## config.mk

```make
export PLATFORM = sky130hd
export DESIGN_NAME = servo_pulse_scheduler
export DESIGN_NICKNAME = d
export VERILOG_FILES = /design/src/design/spsch_pkg.sv /design/src/design/spsch_div.sv /design/src/design/spsch_chan_mem.sv /design/src/design/servo_pulse_scheduler.sv
export SDC_FILE = /design/constraint.sdc
export NUM_CORES = 1
export LEC_CHECK = 0
export ABC_CLOCK_PERIOD_IN_PS = 3700
export CORE_MARGIN = 2
export CORE_UTILIZATION = 40
export DETAILED_ROUTE_END_ITERATION = 8
export DONT_BUFFER_PORTS = 1
export GPL_ROUTABILITY_DRIVEN = 0
export SLEW_MARGIN = 20
export SYNTH_ARGS = -nofsm -noshare
export SYNTH_HDL_FRONTEND = slang
export SYNTH_SLANG_ARGS = --single-unit
```

## constraint.sdc

```tcl
create_clock -name clock -period 3.7 [get_ports clock]
set_input_delay 0.555 -clock clock [delete_from_list [all_inputs] [get_ports clock]]
set_output_delay 0.555 -clock clock [all_outputs]
set_load 0.05 [all_outputs]
```

## src/design/spsch_pkg.sv

```systemverilog
`timescale 1ns / 1ps
`default_nettype none

package spsch_pkg;

   // field widths fixed by the item format
   localparam int WIDTH_W = 16;
   localparam int UNIT_W  = 8;
   localparam int COUNT_W = 16;
   localparam int PIN_OUT_W = 16;
   localparam int PCH_OUT_W = 4;

   // request codes
   localparam logic [1:0] REQ_SLOT = 2'd0;
   localparam logic [1:0] REQ_EXP0 = 2'd1;
   localparam logic [1:0] REQ_EXP1 = 2'd2;
   localparam logic [1:0] REQ_SET  = 2'd3;

   // result status codes
   localparam logic [1:0] STATUS_OK       = 2'd0;
   localparam logic [1:0] STATUS_SKIP     = 2'd1;
   localparam logic [1:0] STATUS_IDLE_EXP = 2'd2;

   // register indexes on the csr port
   localparam logic REG_SLOT_UNIT = 1'b0;
   localparam logic REG_COUNTDOWN = 1'b1;

   // reset values of the registers
   localparam logic [UNIT_W-1:0]  SLOT_UNIT_RESET = 8'd100;
   localparam logic [COUNT_W-1:0] COUNTDOWN_RESET = 16'd1;

   // one channel's settings as held in the channel memory
   typedef struct packed {
      logic               enable;
      logic [WIDTH_W-1:0] width;
      logic [COUNT_W-1:0] countdown;
   } chan_word_type;

   // divider start request
   typedef struct packed {
      logic               start;
      logic [WIDTH_W-1:0] dividend;
      logic [UNIT_W-1:0]  divisor;
   } div_request_type;

   // divider result, held until the next start
   typedef struct packed {
      logic               done;
      logic [WIDTH_W-1:0] quotient;
      logic [UNIT_W-1:0]  remainder;
   } div_result_type;

endpackage

`default_nettype wire

```

## src/design/spsch_div.sv

```systemverilog
`timescale 1ns / 1ps
`default_nettype none

module spsch_div (
   input  wire logic                     clock,
   input  wire logic                     reset,
   input  wire spsch_pkg::div_request_type div_req,
   output spsch_pkg::div_result_type       div_res
);
   import spsch_pkg::*;

   localparam int STEP_W = $clog2(WIDTH_W);

   logic                busy_ff, busy_in;
   logic                done_ff, done_in;
   logic [STEP_W-1:0]   step_ff, step_in;
   logic [WIDTH_W-1:0]  quo_ff, quo_in;
   logic [UNIT_W-1:0]   rem_ff, rem_in;
   logic [UNIT_W-1:0]   divisor_ff, divisor_in;

   // one restoring step per cycle, quotient shifts in where the dividend shifts out
   always_comb begin
      logic [UNIT_W:0] trial;
      logic [UNIT_W:0] diff;
      busy_in    = busy_ff;
      done_in    = 1'b0;
      step_in    = step_ff;
      quo_in     = quo_ff;
      rem_in     = rem_ff;
      divisor_in = divisor_ff;
      trial      = {rem_ff, quo_ff[WIDTH_W-1]};
      diff       = trial - {1'b0, divisor_ff};
      if (div_req.start) begin
         busy_in    = 1'b1;
         step_in    = '0;
         quo_in     = div_req.dividend;
         rem_in     = '0;
         divisor_in = div_req.divisor;
      end else if (busy_ff) begin
         if (trial >= {1'b0, divisor_ff}) begin
            rem_in = diff[UNIT_W-1:0];
            quo_in = {quo_ff[WIDTH_W-2:0], 1'b1};
         end else begin
            rem_in = trial[UNIT_W-1:0];
            quo_in = {quo_ff[WIDTH_W-2:0], 1'b0};
         end
         step_in = STEP_W'(step_ff + 1'b1);
         if (step_ff == STEP_W'(WIDTH_W - 1)) begin
            busy_in = 1'b0;
            done_in = 1'b1;
         end
      end
   end

   always_ff @(posedge clock) begin
      if (reset) begin
         busy_ff <= 1'b0;
         done_ff <= 1'b0;
         step_ff <= '0;
      end else begin
         busy_ff <= busy_in;
         done_ff <= done_in;
         step_ff <= step_in;
      end
      quo_ff     <= quo_in;
      rem_ff     <= rem_in;
      divisor_ff <= divisor_in;
   end

   assign div_res.done      = done_ff;
   assign div_res.quotient  = quo_ff;
   assign div_res.remainder = rem_ff;

endmodule

`default_nettype wire

```

## src/design/spsch_chan_mem.sv

```systemverilog
`timescale 1ns / 1ps
`default_nettype none

module spsch_chan_mem #(
   parameter int DEPTH = 16
) (
   input  wire logic                          clock,
   input  wire logic                          reset,
   input  wire logic                          rd_en,
   input  wire logic [$clog2(DEPTH > 1 ? DEPTH : 2)-1:0] rd_addr,
   output spsch_pkg::chan_word_type           rd_data,
   input  wire logic                          wr_en,
   input  wire logic [$clog2(DEPTH > 1 ? DEPTH : 2)-1:0] wr_addr,
   input  wire spsch_pkg::chan_word_type      wr_data
);
   import spsch_pkg::*;

   chan_word_type mem [DEPTH];
   logic          valid_ff [DEPTH];
   chan_word_type rd_word_ff;
   logic          rd_valid_ff;

   // entry valid bits, cleared at reset so unwritten channels read as zero
   always_ff @(posedge clock) begin
      if (reset) begin
         for (int i = 0; i < DEPTH; i++) begin
            valid_ff[i] <= 1'b0;
         end
      end else if (wr_en) begin
         valid_ff[wr_addr] <= 1'b1;
      end
   end

   // storage array and registered read
   always_ff @(posedge clock) begin
      if (wr_en) begin
         mem[wr_addr] <= wr_data;
      end
      if (rd_en) begin
         rd_word_ff  <= mem[rd_addr];
         rd_valid_ff <= valid_ff[rd_addr];
      end
   end

   assign rd_data = rd_valid_ff ? rd_word_ff : '0;

endmodule

`default_nettype wire

```

## src/design/servo_pulse_scheduler.sv

```systemverilog
`timescale 1ns / 1ps
`default_nettype none

// Servo pulse scheduler: round-robin frame countdown per channel and two pulse engines.
// Input channel (req_*): one item per transfer, valid/stall. A slot tick serves the
// next channel, an engine expiry ends or rearms that engine's pulse, a set-channel item
// writes one channel's enable, width and countdown.
// Result channel (rsp_*): exactly one result per item, held in an output register
// until the receiver drops rsp_stall; a stalled result does not change.
// Set-channel and expiry items are answered straight from the latched request; a slot
// tick reads the served channel from the channel memory and, when it starts a pulse,
// waits on the bit-serial divider that splits the pulse width into slot units, one
// quotient bit per divider step, before the result is loaded.
// One item is in flight at a time; req_stall is high from transfer until the result
// is loaded, so a new item is taken only once the last one's result is loaded.
// If the receiver stalls, the finished item waits inside until the output register
// frees up.
// Csr port: slot_unit at address 0, countdown_reload at address 4; write while idle.
// Reset (synchronous): channels disabled with zero width and countdown, engines idle,
// pins low, serve position at channel 0, registers at 100 and 1; no clearing pass.

module servo_pulse_scheduler #(
   parameter int CHANNELS = 16
) (
   input  wire logic        clock,
   input  wire logic        reset,
   // input channel
   input  wire logic        req_valid,
   output logic             req_stall,
   input  wire logic [1:0]  req_type,
   input  wire logic [3:0]  req_channel,
   input  wire logic        req_enable,
   input  wire logic [15:0] req_pulse_width,
   input  wire logic [15:0] req_start_countdown,
   // result channel
   output logic             rsp_valid,
   input  wire logic        rsp_stall,
   output logic [15:0]      rsp_pin_levels,
   output logic             rsp_arm_valid,
   output logic             rsp_arm_engine,
   output logic [7:0]       rsp_reload_value,
   output logic [3:0]       rsp_pulse_channel,
   output logic [1:0]       rsp_status,
   // csr port
   input  wire logic        psel,
   input  wire logic        penable,
   input  wire logic        pwrite,
   input  wire logic [2:0]  paddr,
   input  wire logic [31:0] pwdata,
   output logic [31:0]      prdata,
   output logic             pready
);
   import spsch_pkg::*;

   localparam int CH_W   = $clog2(CHANNELS > 1 ? CHANNELS : 2);
   localparam int PIN_W  = CHANNELS > PIN_OUT_W ? CHANNELS : PIN_OUT_W;
   localparam int PCH_W  = CH_W > PCH_OUT_W ? CH_W : PCH_OUT_W;

   typedef enum logic [2:0] {
      ST_IDLE,
      ST_EVAL,
      ST_DIV,
      ST_START,
      ST_EXEC
   } state_type;

   state_type           state_ff, state_in;

   // configuration registers
   logic [UNIT_W-1:0]   slot_unit_ff;
   logic [COUNT_W-1:0]  countdown_reload_ff;
   logic [UNIT_W-1:0]   unit_eff;
   logic                csr_write;

   // latched request
   logic [1:0]          rq_type_ff, rq_type_in;
   logic [3:0]          rq_ch_ff, rq_ch_in;
   logic                rq_en_ff, rq_en_in;
   logic [WIDTH_W-1:0]  rq_width_ff, rq_width_in;
   logic [COUNT_W-1:0]  rq_cd_ff, rq_cd_in;

   // scheduler and engine state
   logic [CH_W-1:0]     serve_ff, serve_in;
   logic [1:0]          eng_busy_ff, eng_busy_in;
   logic [CH_W-1:0]     eng_ch_ff [2];
   logic [CH_W-1:0]     eng_ch_in [2];
   logic [WIDTH_W-1:0]  eng_slots_ff [2];
   logic [WIDTH_W-1:0]  eng_slots_in [2];
   logic [CHANNELS-1:0] pin_ff, pin_in;

   // result register
   logic                rsp_valid_ff, rsp_valid_in;
   logic [15:0]         rsp_pin_ff, rsp_pin_in;
   logic                rsp_arm_ff, rsp_arm_in;
   logic                rsp_eng_ff, rsp_eng_in;
   logic [7:0]          rsp_reload_ff, rsp_reload_in;
   logic [3:0]          rsp_pch_ff, rsp_pch_in;
   logic [1:0]          rsp_status_ff, rsp_status_in;

   // shared units
   logic                accept;
   logic                out_free;
   chan_word_type       rd_word;
   logic                wr_en;
   logic [CH_W-1:0]     wr_addr;
   chan_word_type       wr_data;
   div_request_type     div_req;
   div_result_type      div_res;

   assign accept   = req_valid && !req_stall;
   assign out_free = !rsp_valid_ff || !rsp_stall;
   assign unit_eff = (slot_unit_ff == '0) ? UNIT_W'(1) : slot_unit_ff;

   // csr port, always ready
   assign pready    = 1'b1;
   assign csr_write = psel && penable && pwrite && pready;
   always_comb begin
      case (paddr[2])
         REG_SLOT_UNIT: prdata = {24'd0, slot_unit_ff};
         REG_COUNTDOWN: prdata = {16'd0, countdown_reload_ff};
         default:       prdata = '0;
      endcase
   end

   always_ff @(posedge clock) begin
      if (reset) begin
         slot_unit_ff        <= SLOT_UNIT_RESET;
         countdown_reload_ff <= COUNTDOWN_RESET;
      end else if (csr_write) begin
         if (paddr[2] == REG_SLOT_UNIT) begin
            slot_unit_ff <= pwdata[UNIT_W-1:0];
         end else begin
            countdown_reload_ff <= pwdata[COUNT_W-1:0];
         end
      end
   end

   // channel settings memory, read at the serve position on each transfer
   spsch_chan_mem #(
      .DEPTH (CHANNELS)
   ) u_chan_mem (
      .clock   (clock),
      .reset   (reset),
      .rd_en   (accept),
      .rd_addr (serve_ff),
      .rd_data (rd_word),
      .wr_en   (wr_en),
      .wr_addr (wr_addr),
      .wr_data (wr_data)
   );

   // width / slot unit divider
   spsch_div u_div (
      .clock   (clock),
      .reset   (reset),
      .div_req (div_req),
      .div_res (div_res)
   );

   // sequencer; engine and pin state only change in the cycle the result is loaded
   always_comb begin
      logic                emit;
      logic                res_arm;
      logic                res_eng;
      logic [7:0]          res_reload;
      logic                res_pch_use;
      logic [CH_W-1:0]     res_pch;
      logic [1:0]          res_status;
      logic [CH_W-1:0]     serve_next;
      logic                eng_free;
      logic                exp_eng;
      logic [UNIT_W-1:0]   head;
      logic [PIN_W-1:0]    pin_ext;
      logic [PCH_W-1:0]    pch_ext;

      state_in     = state_ff;
      rq_type_in   = rq_type_ff;
      rq_ch_in     = rq_ch_ff;
      rq_en_in     = rq_en_ff;
      rq_width_in  = rq_width_ff;
      rq_cd_in     = rq_cd_ff;
      serve_in     = serve_ff;
      eng_busy_in  = eng_busy_ff;
      eng_ch_in    = eng_ch_ff;
      eng_slots_in = eng_slots_ff;
      pin_in       = pin_ff;
      rsp_pin_in    = rsp_pin_ff;
      rsp_arm_in    = rsp_arm_ff;
      rsp_eng_in    = rsp_eng_ff;
      rsp_reload_in = rsp_reload_ff;
      rsp_pch_in    = rsp_pch_ff;
      rsp_status_in = rsp_status_ff;
      rsp_valid_in  = rsp_valid_ff && rsp_stall;

      emit        = 1'b0;
      res_arm     = 1'b0;
      res_eng     = 1'b0;
      res_reload  = '0;
      res_pch_use = 1'b0;
      res_pch     = serve_ff;
      res_status  = STATUS_OK;
      wr_en       = 1'b0;
      wr_addr     = serve_ff;
      wr_data     = rd_word;
      div_req.start    = 1'b0;
      div_req.dividend = rd_word.width;
      div_req.divisor  = unit_eff;

      serve_next = (serve_ff == CH_W'(CHANNELS - 1)) ? '0 : CH_W'(serve_ff + 1'b1);
      eng_free   = eng_busy_ff[0];
      exp_eng    = (rq_type_ff == REQ_EXP1);
      head       = div_res.remainder + unit_eff;

      case (state_ff)
         ST_IDLE: begin
            if (accept) begin
               rq_type_in  = req_type;
               rq_ch_in    = req_channel;
               rq_en_in    = req_enable;
               rq_width_in = req_pulse_width;
               rq_cd_in    = req_start_countdown;
               state_in    = (req_type == REQ_SLOT) ? ST_EVAL : ST_EXEC;
            end
         end
         // slot tick: decide on the served channel
         ST_EVAL: begin
            if (!rd_word.enable || rd_word.countdown != '0 || eng_busy_ff == 2'b11) begin
               if (out_free) begin
                  emit     = 1'b1;
                  serve_in = serve_next;
                  state_in = ST_IDLE;
                  if (rd_word.enable) begin
                     wr_en = 1'b1;
                     if (rd_word.countdown != '0) begin
                        wr_data.countdown = COUNT_W'(rd_word.countdown - 1'b1);
                     end else begin
                        wr_data.countdown = countdown_reload_ff;
                        res_pch_use       = 1'b1;
                        res_status        = STATUS_SKIP;
                     end
                  end
               end
            end else begin
               div_req.start = 1'b1;
               state_in      = ST_DIV;
            end
         end
         ST_DIV: begin
            if (div_res.done) begin
               state_in = ST_START;
            end
         end
         // pulse start on the first free engine
         ST_START: begin
            if (out_free) begin
               emit                  = 1'b1;
               serve_in              = serve_next;
               state_in              = ST_IDLE;
               wr_en                 = 1'b1;
               wr_data.countdown     = countdown_reload_ff;
               eng_busy_in[eng_free] = 1'b1;
               eng_ch_in[eng_free]   = serve_ff;
               eng_slots_in[eng_free] = (div_res.quotient == '0) ? '0
                                      : WIDTH_W'(div_res.quotient - 1'b1);
               pin_in[serve_ff]      = 1'b1;
               res_arm               = 1'b1;
               res_eng               = eng_free;
               res_reload            = ~head;
               res_pch_use           = 1'b1;
            end
         end
         // engine expiry or channel write
         ST_EXEC: begin
            if (out_free) begin
               emit     = 1'b1;
               state_in = ST_IDLE;
               if (rq_type_ff == REQ_SET) begin
                  if (7'(rq_ch_ff) < 7'(CHANNELS)) begin
                     wr_en             = 1'b1;
                     wr_addr           = CH_W'(rq_ch_ff);
                     wr_data.enable    = rq_en_ff;
                     wr_data.width     = rq_width_ff;
                     wr_data.countdown = rq_cd_ff;
                  end
               end else if (!eng_busy_ff[exp_eng]) begin
                  res_status = STATUS_IDLE_EXP;
               end else begin
                  res_pch_use = 1'b1;
                  res_pch     = eng_ch_ff[exp_eng];
                  if (eng_slots_ff[exp_eng] == '0) begin
                     pin_in[eng_ch_ff[exp_eng]] = 1'b0;
                     eng_busy_in[exp_eng]       = 1'b0;
                  end else begin
                     eng_slots_in[exp_eng] = WIDTH_W'(eng_slots_ff[exp_eng] - 1'b1);
                     res_arm               = 1'b1;
                     res_eng               = exp_eng;
                     res_reload            = ~unit_eff;
                  end
               end
            end
         end
         default: begin
            state_in = ST_IDLE;
         end
      endcase

      // load the result register
      pin_ext = PIN_W'(pin_in);
      pch_ext = PCH_W'(res_pch);
      if (emit) begin
         rsp_valid_in  = 1'b1;
         rsp_pin_in    = pin_ext[PIN_OUT_W-1:0];
         rsp_arm_in    = res_arm;
         rsp_eng_in    = res_eng;
         rsp_reload_in = res_reload;
         rsp_pch_in    = res_pch_use ? pch_ext[PCH_OUT_W-1:0] : '0;
         rsp_status_in = res_status;
      end
   end

   always_ff @(posedge clock) begin
      if (reset) begin
         state_ff        <= ST_IDLE;
         serve_ff        <= '0;
         eng_busy_ff     <= '0;
         eng_ch_ff[0]    <= '0;
         eng_ch_ff[1]    <= '0;
         eng_slots_ff[0] <= '0;
         eng_slots_ff[1] <= '0;
         pin_ff          <= '0;
         rsp_valid_ff    <= 1'b0;
      end else begin
         state_ff     <= state_in;
         serve_ff     <= serve_in;
         eng_busy_ff  <= eng_busy_in;
         eng_ch_ff    <= eng_ch_in;
         eng_slots_ff <= eng_slots_in;
         pin_ff       <= pin_in;
         rsp_valid_ff <= rsp_valid_in;
      end
      rq_type_ff    <= rq_type_in;
      rq_ch_ff      <= rq_ch_in;
      rq_en_ff      <= rq_en_in;
      rq_width_ff   <= rq_width_in;
      rq_cd_ff      <= rq_cd_in;
      rsp_pin_ff    <= rsp_pin_in;
      rsp_arm_ff    <= rsp_arm_in;
      rsp_eng_ff    <= rsp_eng_in;
      rsp_reload_ff <= rsp_reload_in;
      rsp_pch_ff    <= rsp_pch_in;
      rsp_status_ff <= rsp_status_in;
   end

   assign req_stall         = reset || (state_ff != ST_IDLE);
   assign rsp_valid         = rsp_valid_ff;
   assign rsp_pin_levels    = rsp_pin_ff;
   assign rsp_arm_valid     = rsp_arm_ff;
   assign rsp_arm_engine    = rsp_eng_ff;
   assign rsp_reload_value  = rsp_reload_ff;
   assign rsp_pulse_channel = rsp_pch_ff;
   assign rsp_status        = rsp_status_ff;

endmodule

`default_nettype wire

```

Word-level counts from Yosys, hierarchy flattened
Memories as Yosys holds them, arrays and structs flattened. A register that Yosys moved wholly into a read port is not among the register bits.
Cells that the tools add are included.
{ "totals": {"ff_bits": 199, "ram_bits": 544, "in_bits": 81, "output_inout_bits": 67, "word_cells": 255, "memories": 2} }
{ "mem_list": {"columns": ["name", "words", "width", "rd", "rd_clocked_by_memory_dff", "wr", "line_no", "text"], "rows": [
  ["u_chan_mem.mem", 16, 33, 1, 1, 1, "spsch_chan_mem.sv:18", "chan_word_type mem [DEPTH];"],
  ["u_chan_mem.valid_ff", 16, 1, 1, 1, 16, "spsch_chan_mem.sv:19", "logic valid_ff [DEPTH];"]
]} }
{ "classes": {"n_addsub": 7, "order_cmp": 13, "eq_ne": 18, "muxes": 135, "bitwise_logic": 12, "reduce_logical": 40} }
{ "ops": {"columns": ["op", "count"], "rows": [
  ["16-bit 2-to-1 mux", 18],
  ["32-bit 2-to-1 mux", 5],
  ["32-bit one-hot mux with 2 select lines", 2],
  ["33-bit 2-to-1 mux", 3],
  ["32-bit bitwise mux", 2],
  ["4-bit 2-to-1 mux", 15],
  ["8-bit 2-to-1 mux", 7],
  ["1-bit 2-to-1 mux", 49],
  ["16-bit one-hot mux with 3 select lines", 1],
  ["16-bit by 1-bit subtractor with 16-bit output (second input constant)", 3],
  ["16-bit demux with 1-bit select", 2],
  ["16-bit logical NOT", 2],
  ["16-bit one-hot mux with 2 select lines", 1],
  ["17-bit 2-to-1 mux", 1],
  ["16-bit bitwise AND", 1],
  ["2-bit 2-to-1 mux", 8],
  ["2-bit inequality test (second input constant)", 8],
  ["16-bit NOT", 1],
  ["8-bit NOT", 2],
  ["16-bit bitwise OR", 1],
  ["8-bit one-hot mux with 2 select lines", 1],
  ["16-bit nonzero test", 1],
  ["3-bit 2-to-1 mux", 5],
  ["3-bit one-hot mux with 4 select lines", 1],
  ["42 further kinds", 85]
]} }

Depth between registers and ports, before layout
Gate-level depths: netlist of the first run.
{ "logic_depth": {"word_depth": 16, "depth_mapped": 13, "depth_no_buf": 10} }

Modules after synthesis
From an unflattened synthesis of the first run, not the netlist that was laid out.
{ "unflattened": {"hier_cells": 2276, "area_unflattened_um2": 33537.2} }
{ "by_module_without_submodules": {"columns": ["module", "instances", "cells_per_inst", "area_per_inst_um2", "seq_area_each_um2"], "rows": [
  ["spsch_chan_mem", 1, 967, 21689.6, 17196.5],
  ["servo_pulse_scheduler", 1, 1132, 9869.5, 3933.8],
  ["spsch_div", 1, 177, 1978.1, 1001.0]
]} }

Least setup slack after synthesis of the first run
No wires, ideal clock.
{ "synth_timing": {"path_kind": "register -> register", "startpoint": "register u_chan_mem.rd_valid_ff, read port of u_chan_mem.valid_ff", "endpoint": "memory u_chan_mem.mem[1][0] (netlist bit) (enable)", "setup_ns": 0.423, "arrival_time_ns": 3.413, "required_ns": 3.277, "slack_ns": -0.136, "path_stages_with_launch": 10, "path_buffers": 2, "synth_period_minus_slack_ns": 3.836, "path_cell_list": "edfxtp_1 > clkbuf_1 > clkbuf_1 > nand2_1 > ha_1 > nand4_1 > o211ai_1 > nand3_1 > o21ai_1 > nor2_1"} }
{ "synth_via": {"elab_chain_cells": 8, "elab_cells_between_ends": 11, "cone_classes": "7 x mux; 4 x reduce/logical"} }
{ "synth_rtl": {"columns": ["element", "line_no", "text"], "rows": [
  ["from (decl)", "spsch_chan_mem.sv:21", "logic rd_valid_ff;"],
  ["33-bit 2-to-1 mux *", "spsch_chan_mem.sv:45", "assign rd_data = rd_valid_ff ? rd_word_ff : '0;"],
  ["16-bit nonzero test or 1-bit logical NOT (tied branches)", "servo_pulse_scheduler.sv:227", "if (!rd_word.enable || rd_word.countdown != '0 || eng_busy_ff == 2'b11) begin"],
  ["1-bit logical OR (2 in series)", "servo_pulse_scheduler.sv:227", null],
  ["1-bit 2-to-1 mux *", "servo_pulse_scheduler.sv:227", null],
  ["1-bit one-hot mux with 3 select lines *", "servo_pulse_scheduler.sv:214", "case (state_ff)"],
  ["1-bit 2-to-1 mux *", "spsch_chan_mem.sv:36", "if (wr_en) begin"],
  ["1-bit 2-to-1 mux (not written as such) *", "spsch_chan_mem.sv:37", "mem[wr_addr] <= wr_data;"],
  ["to (decl)", "spsch_chan_mem.sv:18", null]
]} }
Mark *: on every way between the ends. The rest lies on a longest branch, timed or not.

==> impl_metrics.tcl, run 1 <==
set metrics [dict create \
    drc 0 \
    r2r_start "u_chan_mem.rd_word_ff[11]" \
    relSlewSlack_pct 24.7 \
    worstHoldStart "req_type[0]" \
    netlist_instances 2207 \
    syn_area_um2 33400 \
    rows 105 \
    port_buffers 0 \
    ys.flop_type "edfxtp_1" \
    drt-total-wl_um 86300 \
    n_fill_cell 6976 \
    power_density_nw_per_um2 497 \
    grt_pass1_vias 20600 \
    cts_setup_buffers 0 \
    worst_slack_ns 0.305 \
    arrival_ns 3.66 \
    run_status "complete, no violations" \
    vias_per_cell 5.92 \
    fp.dieArea_um2 85700 \
    setup_violations 0 \
    synth.top_cell.area_share_pct 59.1 \
    synth_warnings 0 \
    utilization_pct 46.7 \
    drtIter0Drc 1883 \
    drt-pass1-iter-count 6 \
    worst-setup-path-type "reg -> reg" \
    cts_buffer_depth 3 \
    hold_path_class "in -> reg" \
    min_period_ns 3.40 \
    dp_slack_ns 0.318 \
    worst_slew_pin_slew_ns 1.12 \
    start_util_pct 40.5 \
    wl_per_cell_um 24.9 \
    async_flop_share_pct 0 \
    coreArea_um2 82400 \
    drive_gt1_share_pct 21.0 \
    fin_skew_ns 0.0228 \
    overflow 0 \
    grt_usage_pct 20.0 \
    dp_hpwl_um 54400 \
    cp-end-kind "register" \
    nNetsFinal 2435 \
    synth_area_per_cell_um2 15.1 \
    vias 20500 \
    peakVddDrop_v 0.000326 \
    leakage_nw 12.4 \
    fin_crit_sh_pct 91.8 \
    grt_max_degree 137 \
    finalHoldViolations 0 \
    ioPinCount 148 \
    start_kind "register" \
    ys_seq_elements 777 \
    clock-sinks 777 \
    fp.dieH_um 293 \
    synth_edf_count 657 \
    clkTransAtPathRegs_ns 0.06 \
    ys_types 87 \
    htreeDepth 3 \
    hold_ws_ns 0.0320 \
    slew_viol_final 0 \
    clock.fmax_mhz 295 \
    grt_pass1_wl_um 130000 \
    cts_buffers 79 \
    cp.required_ns 3.97 \
    antenna_found_initial 3 \
    root_buffer "clkbuf_16" \
    seq_area_frac_synth_pct 66.3 \
    yosys-top-cells-area "edfxtp_1 59%, mux4_2 11%, dfxtp_1 7.2%, nand2_1 2.1%, a21oi_1 1.5%" \
    cp_max_fo 16 \
    die_x_um 293 \
    cap_violations 0 \
    rsz0062_at_grt "false" \
    yosysTopAreaCell "edfxtp_1" \
    synthToLayoutAreaGrowth_pct 15.3 \
    antenna_left 0 \
    insertion_delay_ns 0.63 \
    setup_tns_ns 0 \
    cp-startpoint "u_chan_mem.rd_word_ff[11]" \
    cts_tree "done" \
    total_power_w 0.0191 \
]
## sequential cells by signal, indices dropped and copies added (netlist names), 2 cells and up
| name | cells |
|---|---|
| rsp_reload_value | 8 |
| slot_unit_ff | 8 |
| u_div.step_ff | 4 |
| pin_ff | 16 |
| u_chan_mem.valid_ff | 16 |
| eng_busy_ff | 2 |
| countdown_reload_ff | 16 |
| u_div.quo_ff | 16 |
| eng_slots_ff | 32 |
| u_chan_mem.mem | 528 |
| u_div.divisor_ff | 8 |
| rq_cd_ff | 16 |
| eng_ch_ff | 8 |
| u_div.rem_ff | 8 |
| rq_ch_ff | 4 |
| rq_width_ff | 16 |
| rq_type_ff | 2 |
| u_chan_mem.rd_word_ff | 33 |
| rsp_status | 2 |
| state_ff | 3 |
| serve_ff | 4 |
| rsp_pin_levels | 16 |
| rsp_pulse_channel | 4 |
## Yosys cell counts, types with 15 or more instances
cell type	number
nand4_1	16
buf_1	20
nor3_1	47
mux2i_1	36
a31oi_1	52
ha_1	26
o31ai_1	35
inv_1	25
nor2_1	115
clkbuf_1	106
o21ai_0	95
mux4_2	170
xor2_1	17
edfxtp_1	657
nand3_1	39
a211oi_1	37
buf_4	18
and2_1	17
mux2_2	15
dfxtp_1	120
nand2_1	190
a21oi_1	103
nor4_1	17
## critical path, cell delays in order (launching register included)
cell	delay, ns
edfxtp_1	0.45
o41ai_1	0.68
nand4_1	0.25
buf_4	0.22
o21a_1	0.20
nor2_1	0.22
a211oi_1	0.11
o211ai_1	0.90
## layer usage
layer	track usage, %	share of wire, %	wire [um]	vias to the layer above
met5	0	0	0	-
met4	6.95	2.7	2370	0
met3	2.76	6.5	5570	162
met2	33.5	49	42500	892
met1	27.0	42	35900	10400
li1	-	-	-	9042
## cell type report
class | instances | area (um2) | share of cell area [%]
Antenna cell | 3 | 7.51 | 0.0195
Clock buffer | 101 | 2140 | 5.57
Timing Repair Buffer | 171 | 1560 | 4.06
Tap cell | 1070 | 1340 | 3.48
Multi-Input combinational cell | 1270 | 10700 | 27.8
Inverter | 27 | 104 | 0.270
Sequential cell | 777 | 22100 | 57.5
Clock inverter | 44 | 485 | 1.26
## worst paths after layout
kind	slack (ns)	cells after the start	endpoint
max	0.30	7	u_chan_mem.mem[14][10]
min	0.03	0	rq_type_ff[0]
max reg2reg	0.30	7	u_chan_mem.mem[14][10]
min reg2reg	0.45	2	u_chan_mem.valid_ff[1]
## timing repair
item	CTS	global route
setup endpoints to repair	0	0
hold buffers	36	0
hold endpoints to repair	101	0
resized for setup	0	0
## cell usage in the layout (no fill, tap or decap), types with 11 or more instances in the layout
master,Yosys,routed
a211oi_1,37,37
a21oi_1,103,101
a31oi_1,52,52
and2_1,17,17
and3_1,13,13
buf_4,18,122
clkbuf_1,106,16
clkbuf_16,0,81
clkinv_1,1,15
conb_1,2,17
dfxtp_1,120,116
dlygate4sd3_1,0,35
edfxtp_1,657,657
ha_1,26,26
inv_1,25,25
mux2_2,15,15
mux2i_1,36,36
mux4_2,170,170
nand2_1,190,190
nand2b_1,12,12
nand3_1,39,39
nand4_1,16,16
nor2_1,115,95
nor2_4,0,20
nor3_1,47,46
nor4_1,17,17
o21ai_0,95,89
o21ai_1,7,13
o22ai_1,11,11
o31ai_1,35,35
xnor2_1,11,11
xor2_1,17,17
## through the flow
step / std cells / instance area, um2
5_1_grt: 3460 / 38500
3_5_place_dp: 3275 / 35400
6_report: 3463 / 38500
2_1_floorplan: 2222 / 33400
4_1_cts: 3456 / 38400
3_3_place_gp: 3271 / 35300
## logic make-up (layout without fill, tap and decap cells)
group | count (synthesis) | after routing | share of synthesized area, %
other | 2 | 20 | 0.0225
xor gates and xnor gates | 28 | 28 | 0.735
adders and majority gates | 28 | 28 | 1.09
and+or+nand+nor | 515 | 515 | 7.38
AOI/OAI and AO/OA | 461 | 461 | 9.13
DFF | 777 | 777 | 66.3
buffers and inverters | 175 | 343 | 2.26
muxes | 221 | 221 | 13.1
## power by group
group / leakage [nW] / switching (W) / internal [W] / total [W]
Combinational: 4.10 / 0.000812 / 0.000448 / 0.00126
Clock: 1.27 / 0.00339 / 0.00469 / 0.00808
Sequential: 6.99 / 0.000156 / 0.00964 / 0.00979
Note: power is estimated with default switching activity, not from simulation.
==> run 2: changes to the inputs <==
ABC_AREA = 1   (was not set)
CTS_CLUSTER_SIZE = 10   (was not set)
==> impl_metrics.tcl, run 2 <==
set metrics [dict create \
    synth.top_cell.area_share_pct 57.8 \
    die_x_um 296 \
    crit_chain "buf_4 > nand2_2 > ha_1 > nand2_1 > nor2_1 > nand2_1 > nor2_2 > nand3_4 > nand3_2 > nand3_2 > nand2_1 > nor2_4 > buf_4" \
    finalHoldViolations 0 \
    yosysTopAreaCell "edfxtp_1" \
    grt_pass1_wl_um 140000 \
    total_power_w 0.0188 \
    final_common_cell "nand2_1" \
    dp_hpwl_um 56200 \
    clock-sinks 777 \
    wl_per_cell_um 20.2 \
    clock.fmax_mhz 290 \
    min_period_ns 3.45 \
    placed_area_um2 35600 \
    reg2reg_depth 13 \
    netlist_instances 3361 \
    wl_met2_um 44500 \
    synth_edf_count 657 \
    antenna_left 0 \
    ys_seq_elements 777 \
    cp_max_fo 20 \
    start_util_pct 40.2 \
    n_fill_cell 7970 \
    grt_usage_pct 20.9 \
    grt_max_degree 196 \
    ys_types 50 \
    synthMostInstantiatedCell "nand2_1" \
    port_buffers 0 \
    crit_top_cell "nand2_1" \
    worst_slew_pin_slew_ns 1.05 \
    r2r_end "u_chan_mem.mem[0][20]" \
    htreeDepth 3 \
    rsz0062_at_grt "false" \
    nNetsFinal 3513 \
    design_area_um2 38500 \
    coreArea_um2 84900 \
    final_cell_mix "661 x nand2_1, 657 x edfxtp_1, 475 x nor2_1" \
    drt-pass1-iter-count 5 \
    max_flop_register "u_chan_mem.mem" \
    met3_length_um 5750 \
    run_status "complete, no violations" \
    vias_per_cell 5.36 \
    rows 107 \
    grt_pass1_vias 23500 \
    insertion_delay_ns 0.65 \
    cp-end-kind "register" \
    overflow 0 \
    yosys-top-cells-area "edfxtp_1 58%, nand2_1 7.3%, dfxtp_1 7.0%, o21ai_0 6.0%, nor2_1 5.5%" \
    root_buffer "clkbuf_16" \
    drc 0 \
    top_layer "met5" \
    arrival_ns 3.74 \
    ioPinCount 148 \
    r2r_start "u_chan_mem.rd_valid_ff" \
    cp.required_ns 3.99 \
    fp.dieArea_um2 87600 \
    cts_setup_buffers 0 \
    seq_area_frac_synth_pct 64.9 \
    setup_violations 0 \
    dp_slack_ns 0.280 \
    fin_skew_ns 0.0254 \
    cp-startpoint "u_chan_mem.rd_valid_ff" \
    largest_reg_flops 528 \
    slowest_stage "nor2_4" \
    cts_tree "done" \
    async_flop_share_pct 0 \
    slew_viol_final 0 \
    antenna_found_initial 4 \
    cts_buffer_depth 3 \
    crit_path_max_incr_delay_ns 0.69 \
    worst-setup-path-type "reg -> reg" \
    start_kind "register" \
    synth_area_per_cell_um2 10.2 \
    fp.dieH_um 296 \
    setup_tns_ns 0 \
    clkTransAtPathRegs_ns 0.06 \
    worst_slack_ns 0.249 \
    synth_commonest_cells "661 x nand2_1, 657 x edfxtp_1, 497 x nor2_1" \
    vias 24600 \
    cts_buffers 89 \
    leakage_nw 14.2 \
    drt-total-wl_um 92500 \
    relSlewSlack_pct 30.0 \
    drtIter0Drc 2145 \
    wl_met1_um 39400 \
    peakVddDrop_v 0.000314 \
    hold_path_class "in -> reg" \
    synthToLayoutAreaGrowth_pct 12.9 \
    reg.largest.list "u_chan_mem.mem: 528 flops, u_chan_mem.rd_word_ff: 33 flops, eng_slots_ff: 32 flops" \
    crit_end "u_chan_mem.mem[0][20]" \
    syn_area_um2 34100 \
    rrSetupSlack_ns 0.25 \
    fin_crit_sh_pct 93.3 \
    synth_warnings 0 \
    drive_gt1_share_pct 7.83 \
    ys.flop_type "edfxtp_1" \
    cap_violations 0 \
    power_density_nw_per_um2 488 \
]
## run 2: cell count changes in the layout (fill, tap and decap cells not counted), sizes merged, moves of 36 or more
cell	delta
nand3	+111
nand4	+42
a211oi	-43
o22ai	+140
buf	-44
mux2i	-36
inv	+170
mux4	-170
nor3	-39
o21ai	+324
nand2	+486
nor2	+399
a31oi	-50
## run 2: routing by layer
layer / vias to the layer above / track usage [%]
met5: - / 0
met4: 2 / 7.77
met3: 161 / 3.23
met2: 809 / 35.1
met1: 11900 / 27.4
li1: 11700 / -
## run 2: logic make-up (layout without fill, tap and decap cells)
kind of cell / count (synthesis) / after routing / share of synthesized area (%)
and+or+nand+nor: 1423 / 1423 / 17.3
DFF: 777 / 777 / 64.9
AOI/OAI and AO/OA: 718 / 718 / 11.4
buffers and inverters: 392 / 453 / 4.83
adders and majority gates: 28 / 28 / 1.07
xor gates and xnor gates: 21 / 21 / 0.539
other: 2 / 19 / 0.0220
## run 2: through the flow
step           std cells  utilization [%]  hold slack, ns
2_1_floorplan       3376                -           0.423
3_3_place_gp        4414             41.9           0.435
3_5_place_dp        4414             41.9           0.441
4_1_cts             4580             45.4        0.000366
5_1_grt             4581             45.4          0.0209
6_report            4583             45.4          0.0296
## run 2: final cells by class
class	count	area (um2)	share of cell area (%)
Timing Repair Buffer	133	1140	2.96
Antenna cell	2	5.00	0.0130
Multi-Input combinational cell	2207	10600	27.4
Inverter	196	746	1.94
Clock inverter	9	143	0.370
Clock buffer	115	2360	6.12
Tap cell	1144	1430	3.72
Sequential cell	777	22100	57.5
## run 2: how the worst min path moves through the flow
stage | endpoint | from | slack, ns | cells past startpoint
floorplan | u_chan_mem.valid_ff[12] | u_chan_mem.valid_ff[12] | 0.42 | 2
global placement | u_chan_mem.valid_ff[15] | u_chan_mem.valid_ff[15] | 0.44 | 2
detailed placement | u_chan_mem.valid_ff[4] | u_chan_mem.valid_ff[4] | 0.44 | 2
CTS | u_chan_mem.valid_ff[5] | reset | 0.0004 | 1
global route | u_chan_mem.valid_ff[5] | reset | 0.02 | 1
finish | u_chan_mem.valid_ff[5] | reset | 0.03 | 1
## run 2: what timing repair did
| item | in CTS | in global routing |
|---|---|---|
| resized for setup | 0 | 0 |
| hold endpoints to repair | 67 | 0 |
| hold buffers | 42 | 0 |
## run 2: power breakdown
| part | switching [W] | internal (W) | leakage (nW) |
|---|---|---|---|
| clock | 0.00336 | 0.00444 | 1.21 |
| combinational | 0.000881 | 0.000310 | 6.01 |
| sequential | 0.000128 | 0.00967 | 7.00 |
| total | 0.00437 | 0.0144 | 14.2 |
## run 2: critical path, delay by kind of cell (launching register included)
kind / cells / cell delay (ns)
and+or+nand+nor: 10 / 1.80
DFF: 1 / 0.32
buffers and inverters: 2 / 0.73
adders and majority gates: 1 / 0.21
